<file path="config.mk">
export PLATFORM = sky130hd
export DESIGN_NAME = seven_bit_packet_deframer_top
export DESIGN_NICKNAME = d
export VERILOG_FILES = /design/src/rtl/sbpd_pkg.sv /design/src/rtl/seven_bit_packet_deframer_top.sv
export SDC_FILE = /design/constraint.sdc
export NUM_CORES = 1
export LEC_CHECK = 0
export BUFFER_PORTS_ARGS = -buffer_cell sky130_fd_sc_hd__buf_2
export CORE_UTILIZATION = 60
export CTS_BUF_LIST = sky130_fd_sc_hd__clkbuf_2 sky130_fd_sc_hd__clkbuf_4 sky130_fd_sc_hd__clkbuf_8
export DETAILED_ROUTE_END_ITERATION = 8
export GPL_TIMING_DRIVEN = 1
export PLACE_DENSITY = 0.9
export SLEW_MARGIN = 20
export SYNTH_ARGS = -nofsm -noshare
export SYNTH_HDL_FRONTEND = slang
export SYNTH_SLANG_ARGS = --single-unit
</file>
<file path="constraint.sdc">
create_clock -name clock -period 2.8 [get_ports clock]
set_input_delay 0.14 -clock clock [delete_from_list [all_inputs] [get_ports clock]]
set_output_delay 0.14 -clock clock [all_outputs]
set_load 0.01 [all_outputs]
</file>
<file path="src/rtl/sbpd_pkg.sv">
// shared constants for the seven-bit packet deframer
package sbpd_pkg;

   localparam int TABLE_SLOTS          = 4;
   localparam int NUM_PACKET_TYPES_DEF = 4;
   localparam int MAX_PACKET_LEN_DEF   = 10;

   localparam int ID_W       = 7;
   localparam int LEN_W      = 4;
   localparam int BYTE_W     = 8;
   localparam int OUT_IDX_W  = 4;
   localparam int SLOT_W     = 2;
   localparam int CSR_IDX_W  = 4;
   localparam int CSR_DATA_W = 7;

   // register map: even index is an id, odd index is a length
   localparam int         CSR_REG_COUNT = 2 * TABLE_SLOTS;
   localparam logic       CSR_SEL_ID    = 1'b0;
   localparam logic       CSR_SEL_LEN   = 1'b1;

   localparam logic [LEN_W-1:0] MIN_USED_LEN = 4'd2;

endpackage

</file>
<file path="src/rtl/seven_bit_packet_deframer_top.sv">
// seven-bit packet deframer: id lookup, byte collection and restored-byte readout
//
//   channel  dir  handshake            payload
//   req_     in   req_valid/req_stall  rx_byte
//   rsp_     out  rsp_valid/rsp_stall  packet_id, byte_index, byte_value, last_byte
//   csr_     in   csr_valid/csr_ready  csr_index, csr_wdata
//
// a data byte is taken in the idle state; an id byte starts a table lookup
// by the single id/length comparator that walks the table one entry a cycle
// the byte that completes a packet starts the readout: one restored byte per cycle,
// while the output register is free, through the readout mux and bit-restore logic
// req_stall is high whenever the sequencer is busy with lookup or readout
// rsp_stall holds the output register; readout waits until the register frees
// reset is synchronous, active high; it clears the table and all control state
module seven_bit_packet_deframer_top
   import sbpd_pkg::*;
#(
   parameter int NUM_PACKET_TYPES = NUM_PACKET_TYPES_DEF,
   parameter int MAX_PACKET_LEN   = MAX_PACKET_LEN_DEF
) (
   input  logic                  clock,
   input  logic                  reset,
   // request channel
   input  logic                  req_valid,
   output logic                  req_stall,
   input  logic [BYTE_W-1:0]     req_rx_byte,
   // result channel
   output logic                  rsp_valid,
   input  logic                  rsp_stall,
   output logic [ID_W-1:0]       rsp_packet_id,
   output logic [OUT_IDX_W-1:0]  rsp_byte_index,
   output logic [BYTE_W-1:0]     rsp_byte_value,
   output logic                  rsp_last_byte,
   // register write channel
   input  logic                  csr_valid,
   output logic                  csr_ready,
   input  logic [CSR_IDX_W-1:0]  csr_index,
   input  logic [CSR_DATA_W-1:0] csr_wdata
);

   localparam int IDX_W = $clog2(MAX_PACKET_LEN);
   localparam int CNT_W = $clog2(MAX_PACKET_LEN + 1);

   typedef enum logic [1:0] {
      ST_IDLE,
      ST_LOOKUP,
      ST_EMIT
   } state_type;

   // configuration table
   logic [ID_W-1:0]  cfg_id_ff  [TABLE_SLOTS];
   logic [LEN_W-1:0] cfg_len_ff [TABLE_SLOTS];

   // packet buffer, written one byte per request
   logic [BYTE_W-1:0] buf_ff [MAX_PACKET_LEN];

   state_type         state_ff,     state_in;
   logic [SLOT_W-1:0] scan_k_ff,    scan_k_in;
   logic [ID_W-1:0]   id_ff,        id_in;
   logic [LEN_W-1:0]  found_len_ff, found_len_in;
   logic [CNT_W-1:0]  cnt_ff,       cnt_in;
   logic              active_ff,    active_in;
   logic [LEN_W-1:0]  exp_len_ff,   exp_len_in;
   logic [IDX_W-1:0]  emit_idx_ff,  emit_idx_in;

   logic                 rsp_valid_ff,     rsp_valid_in;
   logic [ID_W-1:0]      rsp_packet_id_ff, rsp_packet_id_in;
   logic [OUT_IDX_W-1:0] rsp_index_ff,     rsp_index_in;
   logic [BYTE_W-1:0]    rsp_value_ff,     rsp_value_in;
   logic                 rsp_last_ff,      rsp_last_in;

   // buffer write port
   logic              wr_en;
   logic [IDX_W-1:0]  wr_addr;
   logic [BYTE_W-1:0] wr_data;

   // shared comparator and readout
   logic [LEN_W-1:0]  scan_len;
   logic              entry_hit;
   logic [LEN_W-1:0]  hit_len;
   logic              req_fire;
   logic              rsp_free;
   logic [LEN_W-1:0]  cnt_wide;
   logic [LEN_W-1:0]  emit_wide;
   logic [LEN_W-1:0]  shift_amt;
   logic [BYTE_W-1:0] rd_byte;
   logic [BYTE_W-1:0] byte_one;
   logic              emit_last;

   assign req_stall = (state_ff != ST_IDLE);
   assign req_fire  = req_valid && !req_stall;
   assign rsp_free  = !rsp_valid_ff || !rsp_stall;
   assign csr_ready = 1'b1;

   assign rsp_valid      = rsp_valid_ff;
   assign rsp_packet_id  = rsp_packet_id_ff;
   assign rsp_byte_index = rsp_index_ff;
   assign rsp_byte_value = rsp_value_ff;
   assign rsp_last_byte  = rsp_last_ff;

   // one table entry per lookup cycle; a later hit overrides an earlier one
   assign scan_len  = cfg_len_ff[scan_k_ff];
   assign entry_hit = (scan_len >= MIN_USED_LEN)
                    && (scan_len <= LEN_W'(MAX_PACKET_LEN))
                    && (cfg_id_ff[scan_k_ff] == id_ff);
   assign hit_len   = entry_hit ? scan_len : found_len_ff;

   assign cnt_wide  = LEN_W'(cnt_ff);
   assign emit_wide = LEN_W'(emit_idx_ff);
   assign shift_amt = emit_wide - MIN_USED_LEN;
   assign rd_byte   = buf_ff[emit_idx_ff];
   assign byte_one  = buf_ff[1];
   assign emit_last = ((emit_wide + 4'd1) == exp_len_ff);

   always_comb begin
      state_in         = state_ff;
      scan_k_in        = scan_k_ff;
      id_in            = id_ff;
      found_len_in     = found_len_ff;
      cnt_in           = cnt_ff;
      active_in        = active_ff;
      exp_len_in       = exp_len_ff;
      emit_idx_in      = emit_idx_ff;
      rsp_valid_in     = rsp_valid_ff;
      rsp_packet_id_in = rsp_packet_id_ff;
      rsp_index_in     = rsp_index_ff;
      rsp_value_in     = rsp_value_ff;
      rsp_last_in      = rsp_last_ff;
      wr_en            = 1'b0;
      wr_addr          = '0;
      wr_data          = req_rx_byte;

      if (rsp_valid_ff && !rsp_stall) begin
         rsp_valid_in = 1'b0;
      end

      unique case (state_ff)
         ST_IDLE: begin
            if (req_fire) begin
               if (!req_rx_byte[BYTE_W-1]) begin
                  // id byte: start the table walk
                  id_in        = req_rx_byte[ID_W-1:0];
                  scan_k_in    = '0;
                  found_len_in = '0;
                  state_in     = ST_LOOKUP;
               end else if (active_ff) begin
                  if ((cnt_wide >= LEN_W'(MAX_PACKET_LEN)) || (cnt_wide >= exp_len_ff)) begin
                     cnt_in    = '0;
                     active_in = 1'b0;
                  end else begin
                     wr_en   = 1'b1;
                     wr_addr = cnt_ff[IDX_W-1:0];
                     cnt_in  = cnt_ff + CNT_W'(1);
                     if ((cnt_wide + 4'd1) == exp_len_ff) begin
                        // packet complete: read it out
                        cnt_in      = '0;
                        active_in   = 1'b0;
                        emit_idx_in = '0;
                        state_in    = ST_EMIT;
                     end
                  end
               end
            end
         end

         ST_LOOKUP: begin
            found_len_in = hit_len;
            scan_k_in    = scan_k_ff + SLOT_W'(1);
            if (scan_k_ff == SLOT_W'(NUM_PACKET_TYPES - 1)) begin
               state_in = ST_IDLE;
               if (hit_len != '0) begin
                  wr_en      = 1'b1;
                  wr_addr    = '0;
                  wr_data    = {1'b0, id_ff};
                  cnt_in     = CNT_W'(1);
                  active_in  = 1'b1;
                  exp_len_in = hit_len;
               end else begin
                  cnt_in     = '0;
                  active_in  = 1'b0;
                  exp_len_in = '0;
               end
            end
         end

         ST_EMIT: begin
            if (rsp_free) begin
               rsp_valid_in     = 1'b1;
               rsp_packet_id_in = buf_ff[0][ID_W-1:0];
               rsp_index_in     = emit_wide;
               rsp_last_in      = emit_last;
               // bytes two and up take their top bit from byte one
               if (emit_wide >= MIN_USED_LEN) begin
                  rsp_value_in = {byte_one[shift_amt[2:0]], rd_byte[BYTE_W-2:0]};
               end else begin
                  rsp_value_in = rd_byte;
               end
               emit_idx_in = emit_idx_ff + IDX_W'(1);
               if (emit_last) begin
                  state_in = ST_IDLE;
               end
            end
         end

         default: begin
            state_in = ST_IDLE;
         end
      endcase
   end

   always_ff @(posedge clock) begin
      if (reset) begin
         state_ff     <= ST_IDLE;
         scan_k_ff    <= '0;
         found_len_ff <= '0;
         cnt_ff       <= '0;
         active_ff    <= 1'b0;
         exp_len_ff   <= '0;
         emit_idx_ff  <= '0;
         rsp_valid_ff <= 1'b0;
      end else begin
         state_ff     <= state_in;
         scan_k_ff    <= scan_k_in;
         found_len_ff <= found_len_in;
         cnt_ff       <= cnt_in;
         active_ff    <= active_in;
         exp_len_ff   <= exp_len_in;
         emit_idx_ff  <= emit_idx_in;
         rsp_valid_ff <= rsp_valid_in;
      end
      id_ff            <= id_in;
      rsp_packet_id_ff <= rsp_packet_id_in;
      rsp_index_ff     <= rsp_index_in;
      rsp_value_ff     <= rsp_value_in;
      rsp_last_ff      <= rsp_last_in;
   end

   always_ff @(posedge clock) begin
      if (wr_en) begin
         buf_ff[wr_addr] <= wr_data;
      end
   end

   // register writes; indexes past the table are dropped
   always_ff @(posedge clock) begin
      if (reset) begin
         for (int k = 0; k < TABLE_SLOTS; k++) begin
            cfg_id_ff[k]  <= '0;
            cfg_len_ff[k] <= '0;
         end
      end else if (csr_valid && csr_ready
                   && (csr_index < CSR_IDX_W'(CSR_REG_COUNT))) begin
         if (csr_index[0] == CSR_SEL_ID) begin
            cfg_id_ff[csr_index[SLOT_W:1]] <= csr_wdata[ID_W-1:0];
         end else begin
            cfg_len_ff[csr_index[SLOT_W:1]] <= csr_wdata[LEN_W-1:0];
         end
      end
   end

`ifndef SYNTHESIS
   // an open packet never holds as many bytes as its length
   assert property (@(posedge clock) disable iff (reset)
      active_ff |-> (cnt_wide < exp_len_ff))
      else $error("byte count reached length while packet open");

   // byte zero is the id, byte one is a raw data byte
   assert property (@(posedge clock) disable iff (reset)
      (rsp_valid && (rsp_byte_index == 4'd0)) |-> !rsp_byte_value[BYTE_W-1])
      else $error("byte zero carries a top bit");

   assert property (@(posedge clock) disable iff (reset)
      (rsp_valid && (rsp_byte_index == 4'd1)) |-> rsp_byte_value[BYTE_W-1])
      else $error("byte one lost its top bit");

   // a packet has at least two bytes
   assert property (@(posedge clock) disable iff (reset)
      (rsp_valid && rsp_last_byte) |-> (rsp_byte_index != 4'd0))
      else $error("last flag on byte zero");
`endif

endmodule
</file>
==> qor.yml, run 1 <==
outcome:
  status: "finished, final reports clean"
sta:
  min_period_ns: 2.61
  rsz0062_at_grt: "no"
  maxSlewViolCount: 0
  setup_tns_ns: 0
  skew_ns: 0.0122
  period_share_pct: 93.1
  tightest_slew_ns: 0.977
  timing.hold.ws_ns: 0.0556
  maxSlewHeadroom_pct: 34.2
  worst_slack_ns: 0.194
  setup_viol: 0
  final_hold_viol_count: 0
  max_clock_freq_mhz: 384
routing:
  route.detailed.drc: 0
  ant_nets: 0
  avgViaCountPerCell: 6.13
  vias: 4899
  post_drt_wl_per_cell_um: 19.7
  detail_route.first_pass.iterations: 5
  drtIter0Drc: 549
  postRouteWirelength_um: 15800
setup_path:
  reg2regPathDepth: 7
  r2r_slack_ns: 0.19
  path_buf_inv: 1
  crit_fanout: 11
  cp.depth: 7
  cpLargestDelayFamily: "compound AO/OA/AOI/OAI gates"
  crit_arrival_ns: 2.72
  required_ns: 2.91
  regToRegEndpoint: "buf_ff[4][5]$_DFFE_PP_"
  crit_path_end_kind: "flop"
  crit_type: "flop to flop"
  crit_chain: "buf_12, mux4_2, xnor2_1, nand4_1, a211o_1, o211ai_1, nand3_1"
  slowest_delay_ns: 0.50
  crit_path_start_kind: "flop"
  critPathSlowestCell: "mux4_2"
  endpoint: "buf_ff[4][5]$_DFFE_PP_"
synth:
  muxShareOfSynthArea_pct: 10.1
  syn_area_per_cell_um2: 14.4
  synth_compound_area_share_pct: 7.13
  synth_common_cells: "edfxtp_1 (151), and2_1 (40), dfxtp_1 (28)"
  mappedNetlistNets: 578
  yosys.area_share.simple_pct: 12.2
  async_flop_share_pct: 0
  syn_inst: 544
  ys_warn_count: 0
  ys_top_cells_by_area: "edfxtp_1 (58%), mux4_2 (7.8%), dfxtp_1 (7.1%)"
  ys.flop_type: "edfxtp_1"
  yosys.cell_types.count: 51
  synth_adder_area_share_pct: 1.60
  yosys.area.top_type: "edfxtp_1"
  synth_top_family_by_area: "simple AND/OR/NAND/NOR gates"
  synth.most_common_cell: "edfxtp_1"
  syn_area_um2: 7840
  synth_edf_count: 151
  seq_area_frac_synth_pct: 65.0
  yosys.area_share.xor_xnor_pct: 2.12
  synth-seq-cells: 179
  synthDominantCellAreaShare_pct: 57.8
cells_and_area:
  multi_input_area_um2: 2620
  area_growth_pct: 13.0
  seqCellArea_um2: 5100
  fin_area_um2: 8860
  nets: 648
  fillers: 845
  num_antenna_cells: 0
  drive_gt1_share_pct: 22.3
placed_design:
  dpl_cell_area_um2: 8330
  post-place-ws_ns: 0.0157
  port-buffer-count: 45
  hpwlAfterDp_um: 11300
  gp_congestion: 0.957
global_routing:
  antenna_found_initial: 0
  gr-total-overflow: 0
  grt_max_degree: 24
  grt_pass1_wl_um: 25300
  grt_pass1_vias: 4873
  grt_usage_pct: 25.8
pwr:
  peakVddDrop_mv: 0.391
  p_leak_uw: 0.00297
  finalPower_uw: 4990
  pwr_density_cell_nw_per_um2: 562
floorplan:
  fp.coreArea_um2: 12700
  row_count: 41
  start_util_pct: 61.9
  die_y_um: 116
  die_w_um: 116
  io_pins: 47
  die_area_um2: 13500
cts:
  insertion_delay_ns: 0.47
  cts_tree: "built"
  clock-sinks: 179
  clkTransAtPathRegs_ns: 0.10
  cts_buffers: 17
  root_buffer: "clkbuf_8"
  htreeDepth: 4
  cts_buffer_depth: 2
job:
  cap_violations: 0
min_path:
  hp-class: "input pin to flop"
[cell usage in the layout, fill, tap and decap left out, types with 3 or more instances in the layout]
cell type      instances
a211oi_1               9
a21oi_1               15
a22oi_1                8
a31oi_1                3
a41oi_1                4
and2_1                40
and3_1                 8
and3_2                 5
buf_2                 45
buf_4                 18
clkbuf_8              17
clkinv_2               3
dfxtp_1               27
dlygate4sd3_1         11
edfxtp_1             151
ha_1                  10
inv_1                  9
inv_6                  4
mux2i_1               17
mux4_2                27
nand2_1               22
nand2b_1               6
nand3_1               18
nand3b_1               3
nand4_1               12
nor2_1                24
nor2b_1               13
nor3_1                 9
nor4_1                 4
o2111ai_1              4
o211ai_1               9
o21ai_0               10
o21ai_1                7
xnor2_1               15
xor2_1                 4
[worst min-delay path by stage]
stage	start	endpoint	slack [ns]	cells past startpoint
2_1_floorplan	req_rx_byte[0]	id_ff[0]$_DFFE_PP_	0.24	0
3_3_place_gp	req_rx_byte[2]	id_ff[2]$_DFFE_PP_	0.37	1
3_5_place_dp	req_rx_byte[5]	id_ff[5]$_DFFE_PP_	0.38	1
4_1_cts	csr_wdata[1]	cfg_len_ff[2][1]$_SDFFCE_PN0P_	0.03	2
5_1_grt	csr_wdata[1]	cfg_len_ff[3][1]$_DFFE_PP_	0.05	2
6_report	csr_wdata[1]	cfg_len_ff[2][1]$_SDFFCE_PN0P_	0.06	2
[metal layers]
layer	part of all wire [%]	track usage, %	wire length [um]
met5	0	0	0
met3	5.5	5.09	869
met1	38	30.8	6040
met2	53	45.2	8430
met4	2.7	12.1	430
[report_power, final]
part	switching [uW]	internal, uW	total [uW]
sequential	25.4	2930	2950
combinational	139	96.0	235
clock	981	818	1800
[kinds of logic after synthesis]
| family | count (synthesis) |
|---|---|
| xor gates and xnor gates | 19 |
| DFF | 179 |
| other | 1 |
| buffers and inverters | 33 |
| and+or+nand+nor | 174 |
| AOI/OAI and AO/OA | 83 |
| adders and majority gates | 10 |
| muxes | 45 |
[area by class of cell]
cell class | instances | area share [%]
Timing Repair Buffer | 75 | 5.53
Multi-Input combinational cell | 332 | 29.6
Clock inverter | 15 | 1.95
Tap cell | 172 | 2.43
Sequential cell | 179 | 57.5
Clock buffer | 17 | 2.64
Inverter | 9 | 0.381
[worst register-to-register path, cell delays in order (launching register included)]
cell,delay (ns)
dfxtp_1,0.38
buf_12,0.16
mux4_2,0.51
xnor2_1,0.15
nand4_1,0.16
a211o_1,0.37
o211ai_1,0.20
nand3_1,0.32
[sequential cells by signal, indices dropped and copies added (netlist names), named ones only]
signal	flops
buf_ff	80
cfg_id_ff	28
cfg_len_ff	16
rsp_byte_value	8
id_ff	7
rsp_packet_id	7
cnt_ff	4
emit_idx_ff	4
exp_len_ff	4
found_len_ff	4
rsp_byte_index	4
scan_k_ff	2
state_ff	2
active_ff	1
rsp_last_byte	1
rsp_valid	1
[per-stage QoR]
| stage | util (%) | instances |
|---|---|---|
| after floorplan | - | 544 |
| after global placement | 65.7 | 756 |
| after detailed placement | 65.7 | 756 |
| after CTS | 69.8 | 799 |
| after global routing | 70.0 | 799 |
| final | 70.0 | 799 |
[repair_timing]
item / CTS / global route
setup endpoints to repair: 0 / 74
hold endpoints to repair: 17 / 0
gates resized for setup: 0 / 10
setup buffers: 0 / 0
hold buffers: 11 / 0
(Power assumes the default switching activity.)
==> run 2: changes to the inputs <==
Settings changed: CORE_MARGIN set to 2, GPL_ROUTABILITY_DRIVEN set to 0, MAX_ROUTING_LAYER set to met4.
==> run 2 against run 1 <==
Against the previous run:
- via count grew 2.6%
- sequential power is essentially flat
- clock power grew 12%
- critical path depth is the same
- wire length grew 4.2%
- highest routed layer unchanged
==> qor.yml, run 2 (synthesized netlist as in run 1, its figures left out) <==
cells_and_area:
  layout_common_cells: "edfxtp_1 (151), buf_2 (45), and2_1 (40)"
  num_antenna_cells: 0  # unchanged
  largest-register: "buf_ff"
  largest_reg_flops: 80  # unchanged
  top_regs: "buf_ff x80, cfg_id_ff x28, cfg_len_ff x16"
  nets: 647  # -0.15%
  final_common_cell: "edfxtp_1"
  area_growth_pct: 13.9
  drive_gt1_share_pct: 22.9  # +0.55 points
pwr:
  p_comb_share_pct: 4.5  # -0.2 points
  pwr_density_cell_nw_per_um2: 583  # +3.6%
  p_leak_uw: 0.00300  # +0.98%
  switching_power_uw: 1100  # -3.7%
  switching_share_pct: 21.2  # -1.8 points
  p_int_uw: 4110  # +6.9%
  peakVddDrop_mv: 0.511  # +31%
  seqPwrFrac_pct: 56.7  # -2.5 points
  p_clk_share_pct: 38.8  # +2.7 points
cts:
  insertion_delay_ns: 0.47  # about the same
  root_buffer: "clkbuf_8"
  cts_buffer_depth: 2  # unchanged
  clock-sinks: 179  # unchanged
  htreeDepth: 4  # unchanged
  post-cts-setup-buffers: 0  # unchanged
  clkTransAtPathRegs_ns: 0.10  # about the same
  cts_buffers: 17  # unchanged
  cts_tree: "built"
floorplan:
  io_pins: 47  # unchanged
  fp.coreArea_um2: 12700  # unchanged
  start_util_pct: 61.9  # unchanged
  die_area_um2: 14000  # +3.5%
  row_count: 41  # unchanged
  die_w_um: 118  # +1.7%
  die_y_um: 118  # +1.7%
sta:
  min_period_ns: 2.64  # +0.0362 ns
  skew_ns: 0.0159  # +0.00375 ns
  final_hold_viol_count: 0  # unchanged
  tightest_slew_ns: 1.02  # +0.0433 ns
  timing.hold.ws_ns: 0.0708  # +0.0151 ns
  period_share_pct: 94.4  # +1.3 points
  maxSlewHeadroom_pct: 31.3  # -2.9 points
  max_clock_freq_mhz: 378  # -1.4%
  rsz0062_at_grt: "no"
  setup_tns_ns: 0  # unchanged
  setup_viol: 0  # unchanged
  maxSlewViolCount: 0  # unchanged
global_routing:
  grt_pass1_wl_um: 26400  # +4.3%
  antenna_found_initial: 0  # unchanged
  gr-total-overflow: 0  # unchanged
  grt_pass1_vias: 5098  # +4.6%
  grt_max_degree: 24  # unchanged
  grt_usage_pct: 25.5  # -0.35 points
routing:
  detail_route.first_pass.iterations: 7  # +2
  wl_met2_um: 8630  # +2.4%
  dr_wl_met3_um: 1350  # +56%
  ant_nets: 0  # unchanged
  m1WireLength_um: 5950  # -1.6%
  route.detailed.drc: 0  # unchanged
  vias: 5024  # +2.6%
  avgViaCountPerCell: 6.30  # +2.8%
  drtIter0Drc: 668  # +22%
  routed.top_layer: "met4"
  postRouteWirelength_um: 16400  # +4.2%
  post_drt_wl_per_cell_um: 20.6  # +4.5%
setup_path:
  crit_type: "flop to flop"
  crit_path_start_kind: "flop"
  r2r_slack_ns: 0.16  # -0.04 ns
  reg2regPathDepth: 7  # unchanged
  crit_path_end_kind: "flop"
  crit_arrival_ns: 2.75  # +0.03 ns
  regToRegEndpoint: "buf_ff[6][4]$_DFFE_PP_"
  required_ns: 2.90  # about the same
  crit_fanout: 15  # +4
placed_design:
  port-buffer-count: 45  # unchanged
  hpwlAfterDp_um: 11500  # +1.0%
outcome:
  status: "finished, final reports clean"
min_path:
  hp-class: "input pin to flop"
  hold_path_depth: 2  # unchanged
  hp-start: "csr_wdata[1]"
  hold_end: "cfg_len_ff[2][1]$_SDFFCE_PN0P_"
job:
  cap_violations: 0  # unchanged
## run 2: cell count changes in the layout (fill, tap and decap cells not counted), moves of 2 or more
cell,before,now
bufinv_16,2,5
clkinv_2,3,1
nand3_1,18,14
nand3_2,2,6
## run 2: power groups by stage
stage / sequential (uW) / combinational, uW / clock [uW]
global route: 2960 / 258 / 2140
global placement: 3010 / 206 / 0
detailed placement: 3010 / 218 / 0
CTS: 2950 / 231 / 2030
finish: 2950 / 237 / 2020
floorplan: 3000 / 148 / 0
## run 2: worst max-delay path, cell delays in order, from the launching register on
cell,delay (ns)
dfxtp_1,0.36
buf_12,0.15
mux4_2,0.51
xnor2_1,0.17
nand4_1,0.17
a211o_2,0.43
o211ai_1,0.19
nand3_1,0.30
## run 2: repair_timing
| item | 4_1_cts | 5_1_grt |
|---|---|---|
| gates resized for setup | 1 | 15 |
| setup endpoints to repair | 6 | 142 |
| pin swaps | 0 | 1 |
| hold buffers | 11 | 0 |
| endpoints found under the hold margin | 17 | 0 |
| gates cloned | 0 | 0 |
## run 2: how the worst max path moves through the flow
stage / end / startpoint / slack (ns) / cells past startpoint
finish: buf_ff[6][4]$_DFFE_PP_ / flop / 0.16 / 7
detailed placement: buf_ff[9][6]$_DFFE_PP_ / cnt_ff[0]$_SDFFE_PP0P_ / 0.04 / 8
global route: buf_ff[2][5]$_DFFE_PP_ / cnt_ff[0]$_SDFFE_PP0P_ / 0.002 / 9
CTS: buf_ff[1][1]$_DFFE_PP_ / cnt_ff[0]$_SDFFE_PP0P_ / 0.002 / 8
floorplan: buf_ff[0][0]$_DFFE_PP_ / flop / 0.31 / 6
global placement: buf_ff[9][5]$_DFFE_PP_ / cnt_ff[0]$_SDFFE_PP0P_ / 0.20 / 8
## run 2: area by class of cell
class	count	area, um2
Clock buffer	18	241
Clock inverter	13	218
Fill cell	821	3740
Inverter	9	33.8
Multi-Input combinational cell	332	2650
Sequential cell	179	5090
Tap cell	172	215
Timing Repair Buffer	74	483
## run 2: stage by stage
step	cell area, um2	cells	total power (uW)	utilization (%)	worst slack [ns]
2_1_floorplan	7840	544	3150	-	0.309
3_3_place_gp	8320	755	3220	65.6	0.199
3_5_place_dp	8320	755	3230	65.6	0.0373
4_1_cts	8890	797	5220	70.1	0.00224
5_1_grt	8930	797	5350	70.5	0.00205
6_report	8930	797	5210	70.5	0.158
## run 2: routing by layer
metal	global-route usage, %	vias up
li1	-	2252
met5	-	-
met2	42.7	316
met1	29.3	2398
met4	11.4	0
met3	5.98	58
